### config.mk
export PLATFORM = sky130hd
export DESIGN_NAME = tccw_ctrl
export DESIGN_NICKNAME = d
export VERILOG_FILES = /design/src/rtl/tccw_pkg.sv /design/src/rtl/tccw_ctrl.sv
export SDC_FILE = /design/constraint.sdc
export NUM_CORES = 1
export LEC_CHECK = 0
export BUFFER_PORTS_ARGS = -buffer_cell sky130_fd_sc_hd__buf_2
export CAP_MARGIN = 15
export CORE_AREA = 2 2 39 41
export CTS_BUF_LIST = sky130_fd_sc_hd__clkbuf_4
export CTS_CLUSTER_DIAMETER = 50
export CTS_CLUSTER_SIZE = 25
export DETAILED_ROUTE_END_ITERATION = 16
export DIE_AREA = 0 0 41 43
export REMOVE_ABC_BUFFERS = 1
export SKIP_CTS_REPAIR_TIMING = 1
export SYNTH_ARGS = -nofsm -noshare
export SYNTH_HDL_FRONTEND = slang
export SYNTH_SLANG_ARGS = --single-unit
export TNS_END_PERCENT = 20
### constraint.sdc
create_clock -name clk -period 3.1 [get_ports clk]
set_clock_uncertainty 0.1 [all_clocks]
set_input_delay 0.155 -clock clk [delete_from_list [all_inputs] [get_ports clk]]
set_output_delay 0.155 -clock clk [all_outputs]
set_load 0.01 [all_outputs]
### src/rtl/tccw_pkg.sv
`default_nettype none

package tccw_pkg;

  // fixed field widths
  localparam int CELL_IDX_W = 11;
  localparam int CHAR_W     = 8;
  localparam int ATTR_W     = 8;
  localparam int CELL_W     = ATTR_W + CHAR_W;

  localparam logic [ATTR_W-1:0] ATTR_RESET = 8'd15;

  // control codes
  localparam logic [CHAR_W-1:0] CH_BACKSPACE = 8'd8;
  localparam logic [CHAR_W-1:0] CH_TAB       = 8'd9;
  localparam logic [CHAR_W-1:0] CH_NEWLINE   = 8'd10;
  localparam logic [CHAR_W-1:0] CH_RETURN    = 8'd13;

  // command codes
  localparam logic CMD_PUT  = 1'b0;
  localparam logic CMD_READ = 1'b1;

  typedef enum logic [2:0] {
    ST_CLEAR,
    ST_IDLE,
    ST_EXEC,
    ST_SCROLL,
    ST_FIN
  } tccw_state_t;

  // controller -> datapath
  typedef struct packed {
    logic accept;         // latch the input beat, launch a cell read
    logic exec;           // commit cursor move and cell write
    logic clr_we;         // clearing pass: zero cell at sweep count
    logic scr_step;       // scroll pass: one copy step
    logic cnt_clr;
    logic cnt_inc;
    logic out_load;       // load the result register
    logic out_from_exec;  // result taken from the exec cycle, not held state
  } tccw_cmd_t;

  // datapath -> controller
  typedef struct packed {
    logic need_scroll;
    logic clr_last;
    logic scr_last;
  } tccw_status_t;

endpackage

`default_nettype wire

### src/rtl/tccw_ctrl.sv
`default_nettype none

module tccw_ctrl (
  input  wire logic                  clk,
  input  wire logic                  rst_n,
  input  wire logic                  in_valid,
  output      logic                  in_ready,
  output      logic                  out_valid,
  input  wire logic                  out_ready,
  input  wire tccw_pkg::tccw_status_t sts,
  output      tccw_pkg::tccw_cmd_t    cmd
);

  tccw_pkg::tccw_state_t state_r, state_nxt;
  logic                  out_valid_r, out_valid_nxt;
  logic                  slot_free;

  assign slot_free = !out_valid_r || out_ready;

  always_comb begin
    state_nxt = state_r;
    unique case (state_r)
      tccw_pkg::ST_CLEAR: begin
        if (sts.clr_last) state_nxt = tccw_pkg::ST_IDLE;
      end
      tccw_pkg::ST_IDLE: begin
        if (in_valid) state_nxt = tccw_pkg::ST_EXEC;
      end
      tccw_pkg::ST_EXEC: begin
        if (sts.need_scroll) state_nxt = tccw_pkg::ST_SCROLL;
        else if (slot_free) state_nxt = tccw_pkg::ST_IDLE;
        else state_nxt = tccw_pkg::ST_FIN;
      end
      tccw_pkg::ST_SCROLL: begin
        if (sts.scr_last) state_nxt = tccw_pkg::ST_FIN;
      end
      tccw_pkg::ST_FIN: begin
        if (slot_free) state_nxt = tccw_pkg::ST_IDLE;
      end
      default: state_nxt = tccw_pkg::ST_CLEAR;
    endcase
  end

  always_comb begin
    cmd = '0;
    unique case (state_r)
      tccw_pkg::ST_CLEAR: begin
        cmd.clr_we = 1'b1;
        if (sts.clr_last) cmd.cnt_clr = 1'b1;
        else cmd.cnt_inc = 1'b1;
      end
      tccw_pkg::ST_IDLE: begin
        cmd.accept = in_valid;
      end
      tccw_pkg::ST_EXEC: begin
        cmd.exec = 1'b1;
        if (sts.need_scroll) begin
          cmd.cnt_clr = 1'b1;
        end else if (slot_free) begin
          cmd.out_load      = 1'b1;
          cmd.out_from_exec = 1'b1;
        end
      end
      tccw_pkg::ST_SCROLL: begin
        cmd.scr_step = 1'b1;
        if (sts.scr_last) cmd.cnt_clr = 1'b1;
        else cmd.cnt_inc = 1'b1;
      end
      tccw_pkg::ST_FIN: begin
        cmd.out_load = slot_free;
      end
      default: cmd = '0;
    endcase
  end

  always_comb begin
    out_valid_nxt = out_valid_r;
    if (cmd.out_load) out_valid_nxt = 1'b1;
    else if (out_ready) out_valid_nxt = 1'b0;
  end

  always_ff @(posedge clk) begin
    if (!rst_n) begin
      state_r     <= tccw_pkg::ST_CLEAR;
      out_valid_r <= 1'b0;
    end else begin
      state_r     <= state_nxt;
      out_valid_r <= out_valid_nxt;
    end
  end

  assign in_ready  = (state_r == tccw_pkg::ST_IDLE);
  assign out_valid = out_valid_r;

  // a pending result is never overwritten
  a_no_overwrite: assert property (@(posedge clk) disable iff (!rst_n)
    cmd.out_load |-> (!out_valid_r || out_ready))
    else $error("result register overwritten while held");

  // no beat is taken while the store is being swept
  a_no_accept_in_sweep: assert property (@(posedge clk) disable iff (!rst_n)
    (state_r == tccw_pkg::ST_CLEAR || state_r == tccw_pkg::ST_SCROLL) |-> !in_ready)
    else $error("input accepted during sweep");

  // each item commits exactly once
  a_exec_once: assert property (@(posedge clk) disable iff (!rst_n)
    state_r == tccw_pkg::ST_EXEC |=> state_r != tccw_pkg::ST_EXEC)
    else $error("exec held for more than one cycle");

endmodule

`default_nettype wire

==> run metrics <==
status finished, final reports clean; Crit. End Element output pin; final-stage net count 73; # rows 14; Crit Path Category register to output pin; IO buf count 16; Post-DP Area 432 µm²; largest net degree at the start of global routing 19; period utilization 0.568; # DRC 0; capture point of the worst reg-to-reg path state_r[1]; die area 1760 µm²; design area 454 µm²; synthesized cell area 370 µm²; first-pass GRT wire length 1.48 mm; Post-DP HPWL 645 µm; hold-critical path endpoint out_valid; maximum VDD drop 0.148 mV; RR Startpoint state_r[1]; clock sinks 4; iteration count of the initial detailed-routing pass 4; setup total negative slack 0 ns; core area 1380 µm²; largest buffer count on any clock path 2; final worst-path setup slack 1.34 ns; Routability Congestion 0.803; R2R setup slack 1.76 ns; Vias 403; vias in the first global route 344; fill count 153; CTS tree built; final WL 918 µm; # IOs 17; cell count after synthesis 50; die width 41 µm; Reg clk slew, reported paths 0.04 ns; YS warnings 0; DRT antenna net count 0; number of instances in the placed design 77; fmax 568 MHz; Pleak 0.213 nW; initial core utilization 0.268; Avg Inst Size Synth 7.41 µm²; Hold Violations, Final 0; count of cell types in the netlist 27; required time of the critical path 2.84 ns; pre-CTS setup slack 1.60 ns; P per Cell Area 426 nW/µm²; min Tclk post-route 1.76 ns; TritonCTS Buffers 3; Max Cap Viol 0; Slew Limit Headroom 0.641; FF-to-FF path depth 3; clock root cell clkbuf_4; pins over their slew limit 0; unrepaired setup endpoints after global routing no; sequential area share after synthesis 0.216; H-tree levels 1; CP Launch Type register; HP Class input port to register; Via density 5.04; Crit path arrival time 1.51 ns; Layout area overhead 22.6%; Worst path max stage delay 0.53 ns; worst min-delay path startpoint rst_n; Synth Register Bits 4; # setup viols final 0; crit path max fanout 12; worst path cell trace nand2b_1 > o21ba_2 > nor3_1 > buf_2; Die Ht 43 µm; DR iter-0 viols 11; worst slew pin tran 0.537 ns; layout cell share with drive strength beyond 1 0.375; clock latency on the worst-skew pair 0.24 ns; initial antenna violation count 0; critical path's slowest cell dfxtp_1; routed len/inst 11.5 µm; n_diodes 0; hold path cells 3; gr ovfl total 0; All-Layer GR Usage 0.124; final cell count without fillers 80
-- kinds of logic (layout without fill, tap and decap cells) --
kind of cell | after synthesis | after routing | share of synthesized area
AO/OA/AOI/OAI | 15 | 15 | 0.284
buffers and inverters | 10 | 24 | 0.155
flip-flops | 4 | 4 | 0.216
multiplexers | 1 | 1 | 0.0304
AND/OR/NAND/NOR | 20 | 20 | 0.314
-- per-layer routing --
metal | track usage | wire length (µm)
met5 | 0 | 0
met4 | 0.100 | 19
met3 | 0.0157 | 53
met2 | 0.172 | 434
met1 | 0.163 | 411
-- worst max-delay path by stage --
stage,cells past startpoint,startpoint,slack (ns),end
finish,4,state_r[1],1.34,cmd[1]
global route,4,state_r[1],1.22,cmd[1]
CTS,4,state_r[1],1.33,cmd[1]
detailed placement,4,state_r[1],1.60,cmd[1]
global placement,4,state_r[1],1.64,cmd[1]
floorplan,3,state_r[1],1.71,cmd[1]
-- cells in the mapped netlist (all sizes together) --
master	instances	share of area
nor4bb	1	0.027
o31ai	2	0.041
buf	5	0.10
inv	5	0.051
and3	2	0.037
nand2b	1	0.017
nand2	2	0.020
dfxtp	4	0.22
nor3	4	0.054
and2b	1	0.020
nor2b	2	0.054
nand4	1	0.017
o21ai	3	0.041
a211o	1	0.024
a21oi	6	0.091
nor2	5	0.051
mux2	1	0.030
o21ba	1	0.027
a2111oi	1	0.041
a211oi	1	0.020
nor4	1	0.017
-- critical path, delay by kind of cell, from the launching register on --
family          cells  cell delay, ns
buf+inv             1            0.15
compound gates      1            0.24
flops               1            0.53
simple gates        2            0.34
-- layout make-up --
type	instances	area (µm²)	area share
Tap cell	16	20.0	0.0441
Multi-Input combinational cell	36	233	0.512
Clock buffer	3	22.5	0.0496
Timing Repair Buffer	16	80.1	0.176
Sequential cell	4	80.1	0.176
Inverter	5	18.8	0.0413
-- where the power goes --
part           internal (mW)  switching, mW
Sequential            0.0556         0.0119
Clock                 0.0435         0.0241
Combinational         0.0277         0.0308
-- flip-flops by register name, indices dropped and copies added (netlist names) --
register	cells
state_r	3
out_valid	1
-- per-stage QoR --
| stage | hold slack [ns] | power [mW] | utilization |
|---|---|---|---|
| 2_1_floorplan | 0.163 | 0.103 | - |
| 3_3_place_gp | 0.303 | 0.126 | 0.312 |
| 3_5_place_dp | 0.315 | 0.127 | 0.312 |
| 4_1_cts | 0.0716 | 0.196 | 0.328 |
| 5_1_grt | 0.100 | 0.205 | 0.328 |
| 6_report | 0.0765 | 0.194 | 0.328 |
-- placed cells by master (no fill, tap or decap), types with 2 or more instances in the layout --
| cell type | instances |
|---|---|
| a21oi_1 | 5 |
| buf_2 | 16 |
| clkbuf_4 | 3 |
| dfxtp_1 | 4 |
| inv_1 | 5 |
| nand2_1 | 2 |
| nor2_1 | 5 |
| nor3_1 | 4 |
| o21ai_0 | 2 |
| o31ai_1 | 2 |
Note: power is estimated with default switching activity, not from simulation.
